[src/rtl/ppe_pkg.sv]
// Shared types, constants and tables for the planar push rollout block.
// Used by ppe_ctrl, ppe_datapath and planar_push_euler_rollout; no dependencies.
`timescale 1ns / 1ps
`default_nettype none

package ppe_pkg;

  localparam int DataW = 32;
  localparam int OpndW = 34;
  localparam int ProdW = 68;
  localparam int SumW  = 70;
  localparam int InW   = 9 * DataW;
  localparam int OutW  = 6 * DataW;
  localparam int CfgIdxW = 3;
  localparam int StepW = 10;
  localparam int SeqW  = 6;

  // configuration register indexes
  localparam logic [CfgIdxW-1:0] CFG_TIME_STEP     = 3'd0;
  localparam logic [CfgIdxW-1:0] CFG_ACCEL_SCALE   = 3'd1;
  localparam logic [CfgIdxW-1:0] CFG_SPIN_SCALE    = 3'd2;
  localparam logic [CfgIdxW-1:0] CFG_GRAVITY_STEP  = 3'd3;
  localparam logic [CfgIdxW-1:0] CFG_PUSHER_OFFSET = 3'd4;
  localparam logic [CfgIdxW-1:0] CFG_STEP_COUNT    = 3'd5;

  localparam logic [15:0]      TimeStepRst  = 16'd655;
  localparam logic [StepW-1:0] StepCountRst = 10'd11;

  // fixed constants of the sine/cosine evaluation
  localparam logic [OpndW-1:0] InvTwoPi   = 34'd683565276;
  localparam logic [OpndW-1:0] HalfPiQ30  = 34'd1686629713;
  localparam logic [30:0]      Q30One     = 31'h4000_0000;

  // micro-op sequence positions
  localparam logic [SeqW-1:0] SeqLast = 6'd38;

  typedef enum logic [4:0] {
    OP_PHASE, OP_XQ, OP_X2, OP_HM, OP_HD, OP_SQ, OP_SC,
    OP_FTC, OP_FNS, OP_FNC, OP_FTS, OP_POFT, OP_CPFN,
    OP_VXT, OP_FXA, OP_VYT, OP_FYA, OP_WT, OP_TQS
  } op_e;

  typedef struct packed {
    logic       load;
    logic       issue;
    op_e        op;
    logic [3:0] kidx;
    logic       finish;
  } ctl_cmd_t;

  typedef struct packed {
    logic [StepW-1:0] step_count;
  } dp_stat_t;

  // Horner divisors: sine terms first, then cosine terms
  function automatic logic [7:0] div_k(input logic [3:0] kidx);
    logic [7:0] k;
    case (kidx)
      4'd0:    k = 8'd110;
      4'd1:    k = 8'd72;
      4'd2:    k = 8'd42;
      4'd3:    k = 8'd20;
      4'd4:    k = 8'd6;
      4'd5:    k = 8'd132;
      4'd6:    k = 8'd90;
      4'd7:    k = 8'd56;
      4'd8:    k = 8'd30;
      4'd9:    k = 8'd12;
      4'd10:   k = 8'd2;
      default: k = 8'd2;
    endcase
    return k;
  endfunction

  // reciprocals floor(2^34 / k), capped below 2^33
  function automatic logic [32:0] div_recip(input logic [3:0] kidx);
    logic [32:0] m;
    case (kidx)
      4'd0:    m = 33'd156180628;
      4'd1:    m = 33'd238609294;
      4'd2:    m = 33'd409044504;
      4'd3:    m = 33'd858993459;
      4'd4:    m = 33'd2863311530;
      4'd5:    m = 33'd130150524;
      4'd6:    m = 33'd190887435;
      4'd7:    m = 33'd306783378;
      4'd8:    m = 33'd572662306;
      4'd9:    m = 33'd1431655765;
      4'd10:   m = 33'd8589934591;
      default: m = 33'd8589934591;
    endcase
    return m;
  endfunction

  function automatic logic signed [DataW-1:0] sat32(input logic signed [SumW-1:0] v);
    logic signed [DataW-1:0] r;
    if (v > $signed({{(SumW-DataW+1){1'b0}}, {(DataW-1){1'b1}}})) begin
      r = {1'b0, {(DataW-1){1'b1}}};
    end else if (v < $signed({{(SumW-DataW+1){1'b1}}, {(DataW-1){1'b0}}})) begin
      r = {1'b1, {(DataW-1){1'b0}}};
    end else begin
      r = v[DataW-1:0];
    end
    return r;
  endfunction

endpackage

`default_nettype wire

[src/rtl/ppe_ctrl.sv]
// Controller for the planar push rollout: beat handshakes, step and micro-op
// sequencing. Depends on ppe_pkg.
`timescale 1ns / 1ps
`default_nettype none

module ppe_ctrl import ppe_pkg::*; (
  input  wire logic     clk_i,
  input  wire logic     rst_ni,
  input  wire logic     in_valid_i,
  output logic          in_ready_o,
  output logic          out_valid_o,
  input  wire logic     out_ready_i,
  input  wire dp_stat_t stat_i,
  output ctl_cmd_t      cmd_o
);

  typedef enum logic [1:0] {S_IDLE, S_RUN, S_FIN} state_e;

  state_e           state_q;
  logic             ph_q;
  logic [SeqW-1:0]  idx_q;
  logic [StepW-1:0] step_q;
  logic             oval_q;

  op_e        seq_op;
  logic [3:0] seq_k;
  logic [SeqW-1:0] kofs;

  // micro-op program of one Euler step
  always_comb begin
    seq_op = OP_SC;
    seq_k  = 4'd0;
    kofs   = '0;
    if (idx_q >= 6'd3 && idx_q <= 6'd12) begin
      seq_op = idx_q[0] ? OP_HM : OP_HD;
      kofs   = (idx_q - 6'd3) >> 1;
      seq_k  = kofs[3:0];
    end else if (idx_q >= 6'd14 && idx_q <= 6'd25) begin
      seq_op = idx_q[0] ? OP_HD : OP_HM;
      kofs   = ((idx_q - 6'd14) >> 1) + 6'd5;
      seq_k  = kofs[3:0];
    end else begin
      case (idx_q)
        6'd0:    seq_op = OP_PHASE;
        6'd1:    seq_op = OP_XQ;
        6'd2:    seq_op = OP_X2;
        6'd13:   seq_op = OP_SQ;
        6'd26:   seq_op = OP_SC;
        6'd27:   seq_op = OP_FTC;
        6'd28:   seq_op = OP_FNS;
        6'd29:   seq_op = OP_FNC;
        6'd30:   seq_op = OP_FTS;
        6'd31:   seq_op = OP_POFT;
        6'd32:   seq_op = OP_CPFN;
        6'd33:   seq_op = OP_VXT;
        6'd34:   seq_op = OP_FXA;
        6'd35:   seq_op = OP_VYT;
        6'd36:   seq_op = OP_FYA;
        6'd37:   seq_op = OP_WT;
        6'd38:   seq_op = OP_TQS;
        default: seq_op = OP_SC;
      endcase
    end
  end

  // commands
  assign in_ready_o   = (state_q == S_IDLE);
  assign out_valid_o  = oval_q;
  assign cmd_o.load   = in_valid_i && in_ready_o;
  assign cmd_o.issue  = (state_q == S_RUN) && !ph_q;
  assign cmd_o.op     = seq_op;
  assign cmd_o.kidx   = seq_k;
  assign cmd_o.finish = (state_q == S_FIN) && (!oval_q || out_ready_i);

  // state and counters
  always_ff @(posedge clk_i or negedge rst_ni) begin
    if (!rst_ni) begin
      state_q <= S_IDLE;
      ph_q    <= 1'b0;
      idx_q   <= '0;
      step_q  <= '0;
      oval_q  <= 1'b0;
    end else begin
      oval_q <= cmd_o.finish ? 1'b1 : (oval_q && !out_ready_i);
      case (state_q)
        S_IDLE: begin
          if (cmd_o.load) begin
            state_q <= (stat_i.step_count == '0) ? S_FIN : S_RUN;
            ph_q    <= 1'b0;
            idx_q   <= '0;
            step_q  <= '0;
          end
        end
        S_RUN: begin
          if (!ph_q) begin
            ph_q <= 1'b1;
          end else begin
            ph_q <= 1'b0;
            if (idx_q == SeqLast) begin
              idx_q <= '0;
              if ({1'b0, step_q} + 11'd1 == {1'b0, stat_i.step_count}) begin
                state_q <= S_FIN;
              end else begin
                step_q <= step_q + 10'd1;
              end
            end else begin
              idx_q <= idx_q + 6'd1;
            end
          end
        end
        S_FIN: begin
          if (cmd_o.finish) state_q <= S_IDLE;
        end
        default: state_q <= S_IDLE;
      endcase
    end
  end

endmodule

`default_nettype wire

[config.mk]
export PLATFORM = sky130hd
export DESIGN_NAME = ppe_ctrl
export DESIGN_NICKNAME = d
export VERILOG_FILES = /design/src/rtl/ppe_pkg.sv /design/src/rtl/ppe_ctrl.sv
export SDC_FILE = /design/constraint.sdc
export NUM_CORES = 1
export LEC_CHECK = 0
export BUFFER_PORTS_ARGS = -buffer_cell sky130_fd_sc_hd__buf_2
export CORE_MARGIN = 2
export CORE_UTILIZATION = 25
export CTS_CLUSTER_DIAMETER = 120
export DETAILED_ROUTE_END_ITERATION = 8
export PLACE_DENSITY = 0.47
export REMOVE_ABC_BUFFERS = 1
export SYNTH_ARGS = -nofsm -noshare
export SYNTH_HDL_FRONTEND = slang
export SYNTH_SLANG_ARGS = --single-unit
[constraint.sdc]
create_clock -name clk_i -period 2.9 [get_ports clk_i]
set_clock_uncertainty 0.1 [all_clocks]
set_input_delay 0.435 -clock clk_i [delete_from_list [all_inputs] [get_ports clk_i]]
set_output_delay 0.435 -clock clk_i [all_outputs]
set_load 0.01 [all_outputs]
==> metrics.log, run 1 <==
INFO  metric run_status = finished clean
INFO  metric asyncSetResetFlopFracSynth = 100.0%
INFO  metric final_area = 2312 µm²
INFO  metric antenna_diode_count = 0
INFO  metric critPathSlowestCell = sky130_fd_sc_hd__dfrtp_2
INFO  metric drt_pass1_iterations = 6
INFO  metric worst_skew_pair.late_latency = 0.27 ns
INFO  metric maxCapViolCount = 0
INFO  metric worst_ep_arrival_time = 2.21 ns
INFO  metric wire_per_inst = 13.44 µm
INFO  metric placement.cell_area = 2212 µm²
INFO  metric synth.ff_latch_count = 20
INFO  metric netSwitchingFraction = 45.78%
INFO  metric number_of_instances_in_the_synthesized_netlist = 249
INFO  metric min_period_over_period = 94.58%
INFO  metric routed_via_density = 4.997
INFO  metric relative_slew_slack = 65.54%
INFO  metric cp_cell_sequence = inv_2 > ha_1 > o21ai_0 > a311o_1 > nand2b_1 > o22a_1 > a21oi_1 > buf_2
INFO  metric synthToLayoutAreaGrowth = 17.26%
INFO  metric design.die.area = 8614 µm²
INFO  metric nets_final = 301
INFO  metric pd_cells = 813.9 nW/µm²
INFO  metric drtAntennaViolNets = 0
INFO  metric clock-sinks = 20
INFO  metric vias = 1879
INFO  metric die_height = 92.81 µm
INFO  metric number_of_different_library_cells_in_the_post_synthesis_netlist = 56
INFO  metric worst_ir_drop_vdd = 0.2133 mV
INFO  metric first_global_vias = 1765
INFO  metric worst-endpoint-required = 2.37 ns
INFO  metric ctsLongestPathBuffers = 2
INFO  metric dieWidth = 92.81 µm
INFO  metric timing_max_transition_violations_final = 0
INFO  metric pwr-share-seq = 25.0%
INFO  metric worstReg2RegEnd = step_q[7]
INFO  metric timing.fmax = 364.6 MHz
INFO  metric grt_pass1_wl = 8749 µm
INFO  metric wl_met3 = 154 µm
INFO  metric setup-violations-final = 0
INFO  metric worstSetupPathType = flip-flop to output port
INFO  metric grt_util_all_layers = 12.59%
INFO  metric worstReg2RegStart = step_q[0]
INFO  metric detail_route.drc_violations = 0
INFO  metric dr.first_iter.drc_count = 113
INFO  metric port_buffers = 27
INFO  metric dominantRegCellSynth = sky130_fd_sc_hd__dfrtp_1
INFO  metric route.final.wire_length = 5055 µm
INFO  metric crit_path_end_kind = output port
INFO  metric floorplan.rows = 32
INFO  metric cts-buffers-inserted = 3
INFO  metric yosysWarningCount = 0
INFO  metric clk_transition_reported_paths = 0.08 ns
INFO  metric global_route.overflow_total = 0
INFO  metric critical_path.startpoint_type = flip-flop
INFO  metric tns = 0 ns
INFO  metric final_cells = 376
INFO  metric start_util = 25.65%
INFO  metric gpl.final_weighted_congestion = 0.7940
INFO  metric antenna_found_initial = 0
INFO  metric detailroute.wirelength.met2 = 2259 µm
INFO  metric worstSetupEndpoint = cmd_o[3]
INFO  metric fp.coreArea = 7687 µm²
INFO  metric mappedNetlistArea = 1972 µm²
INFO  metric rsz0062_at_grt = false
INFO  metric io_pins = 28
INFO  metric portion_of_total_power_attributed_to_the_clock_network = 15.5%
INFO  metric internal-power = 1.020 mW
INFO  metric synth_edf_count = 0
INFO  metric worst_pin_slew = 0.5114 ns
INFO  metric drt-met1-wl = 2545 µm
INFO  metric timing.hold.worst.class = input pin to async pin
INFO  metric power.leakage = 1.034 nW
INFO  metric critical_path.startpoint = idx_q[1]
INFO  metric dp.cells = 370
INFO  metric dp.final_hpwl = 3786 µm
INFO  metric seq_area_frac_synth = 25.38%
INFO  metric timing.critical_path.fanout_max = 6
INFO  metric pin_count_of_the_biggest_net_entering_global_routing = 21
INFO  metric finalCoreUtilization = 30.08%
INFO  metric reg2reg_slack = 0.27 ns
INFO  metric cpPeakStageDelay = 0.46 ns
INFO  metric r2r_cells = 9
INFO  metric top_layer = met4
INFO  metric timing_hold_violations_final = 0
INFO  metric p_switching = 861.5 µW
INFO  metric cts_htree_levels = 1
INFO  metric finalCriticalPeriod = 2.743 ns
INFO  metric tritoncts = yes
INFO  metric synth_area_per_cell = 7.919 µm²
INFO  metric root_buf_cell = sky130_fd_sc_hd__clkbuf_8
INFO  metric final_layout_size_suffix_gt1_share = 23.36%
INFO  metric power_frac_comb = 59.5%
-- timing repair --
| action | in CTS | in global routing |
|---|---|---|
| hold buffers | 0 | 0 |
| endpoints found under the setup margin | 2 | 10 |
| buffers inserted | 0 | 2 |
| gates resized for setup | 1 | 6 |
| pin swaps | 0 | 1 |
-- critical path: cells and delay by family, from the launching register on --
kind / cells / cell delay [ns]
compound gates: 4 / 0.87
flops: 1 / 0.46
buf+inv: 2 / 0.24
simple gates: 1 / 0.19
fa+ha+maj: 1 / 0.18
-- cell families (layout without fill, tap and decap cells) --
group	Yosys count	after routing	share of synthesized area (%)
AND/OR/NAND/NOR	92	92	25.38
AO/OA/AOI/OAI	80	80	26.97
buffers and inverters	28	53	6.853
flip-flops	20	20	25.38
XOR/XNOR	14	14	6.218
adder cells (fa/ha/maj)	12	12	7.614
multiplexers	3	3	1.586
-- per-stage QoR --
step                      setup WS [ns]  hold slack [ns]  power, mW
final                            0.1573          0.01664      1.882
after global routing           0.005862          0.04309      2.082
after CTS                       0.03211          0.02977      1.863
after detailed placement         0.2244           0.3262      1.561
after global placement           0.1988           0.3217      1.571
after floorplan                  0.2373          0.03941      1.159
-- cell type report --
| type | count | area [µm²] |
|---|---|---|
| timing repair buffer | 39 | 225.2 |
| clock inverter | 1 | 30.03 |
| tap | 102 | 127.6 |
| fill | 835 | 5375 |
| inverter | 10 | 37.54 |
| multi-input combinational | 201 | 1348 |
| clock buffer | 3 | 41.29 |
| sequential | 20 | 503.0 |
-- per-layer routing --
layer  up-vias  global-route usage, %
met5         -                      0
met4         0                  4.657
met3         9                  1.058
met2        38                  19.69
met1       879                  17.99
li1        953                      -
-- cells in the mapped netlist (2+ instances only) --
library cell               count  share of area, %
sky130_fd_sc_hd__o41ai_1       2              0.89
sky130_fd_sc_hd__nor3_1        4               1.0
sky130_fd_sc_hd__buf_4         3               1.1
sky130_fd_sc_hd__and2_1        2              0.63
sky130_fd_sc_hd__and3_1        2              0.63
sky130_fd_sc_hd__or2_2         6               1.9
sky130_fd_sc_hd__nand2b_1      7               2.2
sky130_fd_sc_hd__nor4_1        2              0.63
sky130_fd_sc_hd__a311oi_1      2              0.89
sky130_fd_sc_hd__a21oi_1      26               6.6
sky130_fd_sc_hd__mux2i_1       2               1.0
sky130_fd_sc_hd__nor2_1       17               3.2
sky130_fd_sc_hd__ha_1         12               7.6
sky130_fd_sc_hd__buf_2         2              0.51
sky130_fd_sc_hd__or3_1         2              0.63
sky130_fd_sc_hd__nand2_1      21               4.0
sky130_fd_sc_hd__o22ai_1       5               1.6
sky130_fd_sc_hd__a21o_1        6               2.3
sky130_fd_sc_hd__nor2b_1       3              0.95
sky130_fd_sc_hd__nand3_1       9               2.3
sky130_fd_sc_hd__buf_6         2               1.1
sky130_fd_sc_hd__nor3_2        2               1.0
sky130_fd_sc_hd__a31oi_1       3              0.95
sky130_fd_sc_hd__nand4_1       8               2.5
sky130_fd_sc_hd__o21ai_0      15               3.8
sky130_fd_sc_hd__xnor2_1       8               3.6
sky130_fd_sc_hd__xor2_1        6               2.7
sky130_fd_sc_hd__dfrtp_1      20                25
sky130_fd_sc_hd__clkbuf_1     10               1.9
sky130_fd_sc_hd__inv_1        10               1.9
sky130_fd_sc_hd__o31ai_1       2              0.76
sky130_fd_sc_hd__a211o_1       3               1.3
sky130_fd_sc_hd__a21boi_0      2              0.76
-- worst min-delay path by stage --
stage                     startpoint         to  slack [ns]  depth (start not counted)
after global placement        rst_ni  step_q[5]        0.32                          1
after global routing          rst_ni  step_q[5]        0.04                          1
final                         rst_ni  step_q[5]        0.02                          1
after detailed placement      rst_ni  step_q[5]        0.33                          1
after floorplan               rst_ni   idx_q[0]        0.04                          0
after CTS                     rst_ni  step_q[7]        0.03                          1
-- cells in the final DEF, fill, tap and decap left out, drive strengths merged, types with 2 or more instances in the layout --
cell	instances
nand4	9
nand3	9
and3	3
o21ai	15
buf	39
and2	2
mux2i	2
nand2	21
a211o	3
dfrtp	20
clkbuf	3
inv	10
nor4	2
nor2b	3
nor3	6
a311oi	2
ha	12
o31ai	3
xor2	6
a21o	8
a21oi	26
nor2	17
o22ai	5
nand2b	7
or2	6
xnor2	8
o41ai	2
or3	2
a21boi	2
a31oi	3
-- sequential cells by signal, summed over array words and instances (netlist names) --
name	count
ph_q	1
state_q	2
step_q	10
idx_q	6
out_valid_o	1
-- power by group through the flow --
| stage | sequential [mW] | combinational, mW | clock [mW] |
|---|---|---|---|
| 6_report | 0.471 | 1.12 | 0.292 |
| 5_1_grt | 0.487 | 1.28 | 0.311 |
| 4_1_cts | 0.474 | 1.09 | 0.301 |
| 3_5_place_dp | 0.478 | 1.08 | 0 |
| 3_3_place_gp | 0.478 | 1.09 | 0 |
| 2_1_floorplan | 0.458 | 0.701 | 0 |
No activity file was read; power rests on OpenSTA's default activity.
==> run 2: changes to the inputs <==
--- a/config.mk
+++ b/config.mk
@@ -10,7 +10,7 @@
 export CORE_UTILIZATION = 25
 export CTS_CLUSTER_DIAMETER = 120
 export DETAILED_ROUTE_END_ITERATION = 8
-export PLACE_DENSITY = 0.47
+export PLACE_DENSITY = 0.49
 export REMOVE_ABC_BUFFERS = 1
 export SYNTH_ARGS = -nofsm -noshare
 export SYNTH_HDL_FRONTEND = slang
==> constraint.sdc (replaced) <==
create_clock -name clk_i -period 2.3 [get_ports clk_i]
set_clock_uncertainty 0.1 [all_clocks]
set_input_delay 0.345 -clock clk_i [delete_from_list [all_inputs] [get_ports clk_i]]
set_output_delay 0.345 -clock clk_i [all_outputs]
set_load 0.01 [all_outputs]
==> run 2 against run 1 <==
Against the previous run: the flow now finishes with violations (setup timing); register-to-register slack got worse by 0.46 ns; hold slack improved by 0.28 ns; flip-flop and latch count stayed put; count of clock-buffer cells in the layout grew 1; critical path type is now flip-flop to flip-flop; critical endpoint is now step_q[1]; largest power group unchanged; highest routed layer unchanged.
==> metrics.log, run 2 (same netlist as run 1, synthesis figures left out) <==
INFO  metric failing_checks = setup timing
INFO  metric io_pins = 28 (unchanged)
INFO  metric antenna_diode_count = 0 (unchanged)
INFO  metric synthToLayoutAreaGrowth = 51.90%
INFO  metric largest_register_ffs = 10 (unchanged)
INFO  metric rsz0062_at_grt = true
INFO  metric netSwitchingFraction = 44.02% (-1.8 points)
INFO  metric timing.final.ws_setup = -0.1869 ns (-0.3442 ns)
INFO  metric clk_transition_reported_paths = 0.08 ns (about the same)
INFO  metric start_util = 25.65% (unchanged)
INFO  metric top_library_cells_by_usage_in_the_layout_fill_and_taps_aside = 45 x sky130_fd_sc_hd__buf_4, 27 x sky130_fd_sc_hd__buf_2, 20 x sky130_fd_sc_hd__nand2_1
INFO  metric mostFrequentLayoutCell = sky130_fd_sc_hd__buf_4
INFO  metric die_height = 92.81 µm (unchanged)
INFO  metric registers.top_by_ff_count = step_q
INFO  metric finalPower = 3.007 mW (+60%)
INFO  metric timing.critical_path.fanout_max = 8 (+2)
INFO  metric antenna_found_initial = 0 (unchanged)
INFO  metric design.die.area = 8614 µm² (unchanged)
INFO  metric portion_of_total_power_attributed_to_the_clock_network = 9.1% (-6.4 points)
INFO  metric worst_ep_arrival_time = 2.58 ns (+0.37 ns)
INFO  metric min_period_over_period = 108.1%
INFO  metric tns = -1.860 ns (-1.860 ns)
INFO  metric worstSetupPathType = flip-flop to flip-flop
INFO  metric pwr-share-seq = 18.4% (-6.6 points)
INFO  metric floorplan.rows = 32 (unchanged)
INFO  metric dr.first_iter.drc_count = 72 (-36%)
INFO  metric timing_max_transition_violations_final = 0 (unchanged)
INFO  metric final_layout_size_suffix_gt1_share = 46.75% (+23 points)
INFO  metric internal-power = 1.683 mW (+65%)
INFO  metric detail_route.drc_violations = 0 (unchanged)
INFO  metric cts-buffers-inserted = 3 (unchanged)
INFO  metric finalCoreUtilization = 38.96% (+8.9 points)
INFO  metric grt_pass1_wl = 9715 µm (+11%)
INFO  metric dieWidth = 92.81 µm (unchanged)
INFO  metric crit_path_end_kind = flip-flop
INFO  metric gpl.final_weighted_congestion = 0.8731 (+10%)
INFO  metric worst_skew_pair.late_latency = 0.26 ns (about the same)
INFO  metric reg.largest.list = step_q x10, idx_q x6, state_q x2
INFO  metric vias = 2078 (+11%)
INFO  metric first_global_vias = 2006 (+14%)
INFO  metric run_status = finished with violations
INFO  metric timing_hold_violations_final = 0 (unchanged)
INFO  metric global_route.overflow_total = 0 (unchanged)
INFO  metric power_frac_comb = 72.5% (+13 points)
INFO  metric setup-violations-final = 17 (+17)
INFO  metric fp.coreArea = 7687 µm² (unchanged)
INFO  metric nets_final = 350 (+16%)
INFO  metric route.final.wire_length = 5900 µm (+17%)
INFO  metric critical_path.startpoint_type = flip-flop
INFO  metric worst_pin_slew = 0.4891 ns (-0.02233 ns)
INFO  metric pin_count_of_the_biggest_net_entering_global_routing = 21 (unchanged)
INFO  metric drtAntennaViolNets = 0 (unchanged)
INFO  metric timing.fmax = 402.1 MHz
INFO  metric cts_htree_levels = 1 (unchanged)
INFO  metric port_buffers = 27 (unchanged)
INFO  metric finalCriticalPeriod = 2.487 ns
INFO  metric wire_per_inst = 13.88 µm (+3.3%)
INFO  metric maxCapViolCount = 0 (unchanged)
INFO  metric num-fill-cells = 815 (-2.4%)
INFO  metric root_buf_cell = sky130_fd_sc_hd__clkbuf_8
INFO  metric worst-endpoint-required = 2.39 ns (+0.02 ns)
INFO  metric routed_via_density = 4.889 (-2.2%)
INFO  metric power.leakage = 1.341 nW (+30%)
INFO  metric dp.final_hpwl = 4234 µm (+12%)
INFO  metric timing.hold.worst.class = input pin to flip-flop
INFO  metric relative_slew_slack = 67.39% (+1.8 points)
INFO  metric hold_slack = 0.2930 ns (+0.2763 ns)
INFO  metric pd_cells = 1004 nW/µm² (+23%)
INFO  metric grt_util_all_layers = 13.71% (+1.1 points)
INFO  metric tritoncts = yes
INFO  metric ctsLongestPathBuffers = 2 (unchanged)
INFO  metric worst_ir_drop_vdd = 0.3030 mV (+42%)
INFO  metric clock-sinks = 20 (unchanged)
INFO  metric drt_pass1_iterations = 4 (-2)
INFO  metric p_switching = 1.324 mW (+54%)
run 2: layout make-up:
| type | instances | area (µm²) | share of cell area, % |
|---|---|---|---|
| Clock buffer | 4 | 55.05 | 1.838 |
| Inverter | 10 | 40.04 | 1.337 |
| Multi-Input combinational cell | 201 | 1609 | 53.72 |
| Sequential cell | 20 | 503.0 | 16.79 |
| Tap cell | 102 | 127.6 | 4.261 |
| Timing Repair Buffer | 88 | 660.6 | 22.06 |
run 2: final timing paths:
check                                 start           to  slack (ns)  cells after the start
worst max-delay path              step_q[0]    step_q[1]       -0.19                     10
worst min-delay path            out_ready_i  out_valid_o        0.29                      3
worst max register to register    step_q[0]    step_q[1]       -0.19                     10
worst min register to register         ph_q         ph_q        0.46                      1
max in group asynchronous            rst_ni     idx_q[0]        1.27                      2
min in group asynchronous            rst_ni    step_q[5]        0.47                      2
run 2: metrics by stage:
step | instance area [µm²] | instances | setup WS (ns)
after floorplan | 1874 | 231 | -0.3445
after global placement | 2502 | 407 | -0.1836
after detailed placement | 2502 | 407 | -0.2315
after CTS | 2755 | 417 | -0.1893
after global routing | 2995 | 425 | -0.2590
final | 2995 | 425 | -0.1869
run 2: power groups by stage:
stage / logic [mW] / registers, mW / clock network (mW)
CTS: 1.90 / 0.531 / 0.282
detailed placement: 1.65 / 0.534 / 0
finish: 2.18 / 0.553 / 0.273
floorplan: 0.884 / 0.577 / 0
global placement: 1.64 / 0.531 / 0
global route: 2.40 / 0.570 / 0.298
run 2: per-layer routing:
layer	track usage, %	wire, µm	up-vias
met5	0	0	-
met4	2.451	56	0
li1	-	-	1050
met2	21.74	2758	29
met3	1.871	162	7
met1	19.98	2922	992
run 2: repair_timing:
item / in CTS / in global routing
pin swaps: 19 / 17
resized for setup: 43 / 38
hold endpoints to repair: 20 / 0
hold buffers: 1 / 0
buffers inserted: 5 / 8
endpoints found under the setup margin: 19 / 19
run 2: worst max-delay path, cell delays in order (launching register included):
cell	delay [ns]
sky130_fd_sc_hd__dfrtp_1	0.42
sky130_fd_sc_hd__ha_4	0.18
sky130_fd_sc_hd__nor2b_4	0.12
sky130_fd_sc_hd__or4b_4	0.53
sky130_fd_sc_hd__nand3_2	0.09
sky130_fd_sc_hd__nand4_1	0.16
sky130_fd_sc_hd__buf_4	0.19
sky130_fd_sc_hd__nor3_4	0.21
sky130_fd_sc_hd__a21o_4	0.21
sky130_fd_sc_hd__buf_6	0.12
sky130_fd_sc_hd__o2bb2ai_4	0.09
==> run 3: changes to the inputs <==
--- a/config.mk
+++ b/config.mk
@@ -10,7 +10,7 @@
 export CORE_UTILIZATION = 25
 export CTS_CLUSTER_DIAMETER = 120
 export DETAILED_ROUTE_END_ITERATION = 8
-export PLACE_DENSITY = 0.49
+export PLACE_DENSITY = 0.48
 export REMOVE_ABC_BUFFERS = 1
 export SYNTH_ARGS = -nofsm -noshare
 export SYNTH_HDL_FRONTEND = slang
==> run 3 against run 2 <==
Against the previous run: the flow still finishes with violations (setup timing); largest cell class unchanged; highest routed layer unchanged; flip-flop and latch count stayed put; critical endpoint is now cmd_o[3]; via count is 0.58% higher; register-to-register slack hardly changed; hold slack better by 0.023 ns; non-clock buffer count is 4 higher; global-route usage is 0.18 points higher; critical path depth is 2 lower; final cell count is 0.94% higher; sequential share of layout area is 0.32 points higher.
==> metrics.log, run 3 (same netlist as run 1, synthesis figures left out) <==
INFO  metric largest_register_ffs = 10 (unchanged)
INFO  metric antenna_diode_count = 0 (unchanged)
INFO  metric pd_cells = 986.3 nW/µm² (-1.8%)
INFO  metric grt_util_met3 = 1.790% (-0.081 points)
INFO  metric drtAntennaViolNets = 0 (unchanged)
INFO  metric internal-power = 1.596 mW (-5.2%)
INFO  metric antenna_found_initial = 0 (unchanged)
INFO  metric dieWidth = 92.81 µm (unchanged)
INFO  metric final_area = 2932 µm² (-2.1%)
INFO  metric worstReg2RegStart = step_q[1]
INFO  metric relative_slew_slack = 67.94% (+0.54 points)
INFO  metric worst_ir_drop_vdd = 0.2714 mV (-10%)
INFO  metric min_period_over_period = 108.5% (+0.37 points)
INFO  metric timing.hold.worst.start = out_ready_i
INFO  metric cts_htree_levels = 1 (unchanged)
INFO  metric num-fill-cells = 808 (-0.86%)
INFO  metric place_ws = -0.2133 ns (+0.01820 ns)
INFO  metric worst_ep_arrival_time = 2.05 ns (-0.53 ns)
INFO  metric cts-buffers-inserted = 3 (unchanged)
INFO  metric pin_count_of_the_biggest_net_entering_global_routing = 21 (unchanged)
INFO  metric nets_final = 354 (+1.1%)
INFO  metric start_util = 25.65% (unchanged)
INFO  metric global_route.peak_usage_layer = met2
INFO  metric power.leakage = 1.337 nW (-0.31%)
INFO  metric top_library_cells_by_usage_in_the_layout_fill_and_taps_aside = 54 x sky130_fd_sc_hd__buf_4, 27 x sky130_fd_sc_hd__buf_2, 21 x sky130_fd_sc_hd__nand2_1
INFO  metric tritoncts = yes
INFO  metric clk_transition_reported_paths = 0.09 ns (about the same)
INFO  metric p_switching = 1.295 mW (-2.1%)
INFO  metric worst-endpoint-required = 1.86 ns (-0.53 ns)
INFO  metric timing_max_transition_violations_final = 0 (unchanged)
INFO  metric wire_per_inst = 13.71 µm (-1.3%)
INFO  metric worstReg2RegEnd = step_q[8]
INFO  metric reg.largest.list = step_q x10, idx_q x6, state_q x2
INFO  metric io_pins = 28 (unchanged)
INFO  metric multiInputGateArea = 1538 µm² (-4.4%)
INFO  metric dp.cells = 410 (+0.74%)
INFO  metric timing.hold.worst_endpoint = out_valid_o
INFO  metric finalCriticalPeriod = 2.495 ns (+0.008406 ns)
INFO  metric clock-sinks = 20 (unchanged)
INFO  metric area.sequential = 501.7 µm² (-0.25%)
INFO  metric gr-usage-met1 = 18.94% (-1.0 points)
INFO  metric registers.top_by_ff_count = step_q
INFO  metric vias = 2090 (+0.58%)
INFO  metric final_layout_size_suffix_gt1_share = 45.26% (-1.5 points)
INFO  metric first_global_vias = 2103 (+4.8%)
INFO  metric failing_checks = setup timing
INFO  metric pwr-share-seq = 19.0% (+0.6 points)
INFO  metric netSwitchingFraction = 44.80% (+0.78 points)
INFO  metric hold_slack = 0.3165 ns (+0.02349 ns)
INFO  metric timing.critical_path.fanout_max = 4 (-4)
INFO  metric grt_use_met2 = 23.43% (+1.7 points)
INFO  metric worst_pin_slew = 0.4810 ns (-0.008141 ns)
INFO  metric mostFrequentLayoutCell = sky130_fd_sc_hd__buf_4
INFO  metric run_status = finished with violations
INFO  metric hold_path_depth = 3 (unchanged)
INFO  metric routed_via_density = 4.872 (-0.36%)
INFO  metric final_cells = 429 (+0.94%)
INFO  metric grt_pass1_wl = 9777 µm (+0.64%)
INFO  metric worst_skew_pair.late_latency = 0.27 ns (about the same)
INFO  metric finalPower = 2.892 mW (-3.8%)
INFO  metric grt_util_all_layers = 13.90% (+0.18 points)
INFO  metric crit_path_end_kind = output port
INFO  metric gpl.final_weighted_congestion = 0.8042 (-7.9%)
INFO  metric timing.hold.worst.class = input pin to flip-flop
INFO  metric global_route.overflow_total = 0 (unchanged)
INFO  metric worstSetupPathType = flip-flop to output port
INFO  metric power_frac_comb = 71.3% (-1.2 points)
INFO  metric portion_of_total_power_attributed_to_the_clock_network = 9.7% (+0.6 points)
INFO  metric dr.first_iter.drc_count = 74 (+2.8%)
INFO  metric fp.coreArea = 7687 µm² (unchanged)
INFO  metric route.final.wire_length = 5880 µm (-0.34%)
INFO  metric placement.cell_area = 2512 µm² (+0.40%)
INFO  metric maxCapViolCount = 0 (unchanged)
INFO  metric timing_hold_violations_final = 0 (unchanged)
INFO  metric synthToLayoutAreaGrowth = 48.67%
INFO  metric timing.final.ws_setup = -0.1953 ns (-0.008406 ns)
INFO  metric drt_pass1_iterations = 4 (unchanged)
INFO  metric tns = -2.644 ns (-0.7839 ns)
INFO  metric rsz0062_at_grt = true
INFO  metric ctsLongestPathBuffers = 2 (unchanged)
INFO  metric finalCoreUtilization = 38.13% (-0.83 points)
INFO  metric detail_route.drc_violations = 0 (unchanged)
INFO  metric floorplan.rows = 32 (unchanged)
INFO  metric r2r_cells = 10 (unchanged)
INFO  metric setup-violations-final = 19 (+2)
INFO  metric design.die.area = 8614 µm² (unchanged)
INFO  metric reg2reg_slack = -0.19 ns (about the same)
INFO  metric timing.fmax = 400.8 MHz (-0.34%)
INFO  metric critical_path.startpoint_type = flip-flop
INFO  metric root_buf_cell = sky130_fd_sc_hd__clkbuf_8
INFO  metric port_buffers = 27 (unchanged)
INFO  metric die_height = 92.81 µm (unchanged)
INFO  metric dp.final_hpwl = 4311 µm (+1.8%)
==> run 3: what timing repair did <==
action / 4_1_cts / 5_1_grt
endpoints found under the hold margin: 20 / 0
setup endpoints to repair: 17 / 19
setup buffers: 6 / 9
gates resized for setup: 44 / 18
hold buffers: 1 / 0
pin swaps: 22 / 23
==> run 3: worst max-delay path by stage <==
stage	from	endpoint	slack (ns)	cells past startpoint
final	idx_q[1]	cmd_o[3]	-0.20	8
after global routing	idx_q[1]	cmd_o[5]	-0.31	11
after CTS	idx_q[1]	cmd_o[3]	-0.19	9
after detailed placement	step_q[0]	step_q[7]	-0.21	9
after global placement	step_q[0]	step_q[7]	-0.19	9
after floorplan	step_q[0]	step_q[9]	-0.34	8
==> run 3: worst max-delay path, cell delays in order, from the launching register on <==
cell                       delay, ns
sky130_fd_sc_hd__dfrtp_1        0.43
sky130_fd_sc_hd__inv_2          0.14
sky130_fd_sc_hd__ha_4           0.15
sky130_fd_sc_hd__o21ai_0        0.09
sky130_fd_sc_hd__a311o_1        0.40
sky130_fd_sc_hd__nand2b_4       0.16
sky130_fd_sc_hd__o22a_1         0.17
sky130_fd_sc_hd__a21oi_2        0.12
sky130_fd_sc_hd__buf_2          0.14
==> run 3: final cells by class <==
type / instances / area share, %
clock buffers: 4 / 1.878
inverters: 10 / 1.280
multi-input cells: 201 / 52.45
flip-flops and latches: 20 / 17.11
well taps: 102 / 4.353
repair buffers: 92 / 22.92
==> run 3: power groups by stage <==
stage          registers [mW]  logic [mW]  clock network [mW]
2_1_floorplan           0.577       0.884                   0
3_3_place_gp            0.527        1.66                   0
3_5_place_dp            0.531        1.66                   0
4_1_cts                 0.540        1.94               0.287
5_1_grt                 0.565        2.28               0.308
6_report                0.548        2.06               0.281
==> run 3: per-layer routing <==
| layer | part of all wire [%] | wire, µm |
|---|---|---|
| met5 | 0 | 0 |
| met4 | 1.0 | 59 |
| met3 | 1.8 | 106 |
| met2 | 48 | 2850 |
| met1 | 49 | 2864 |
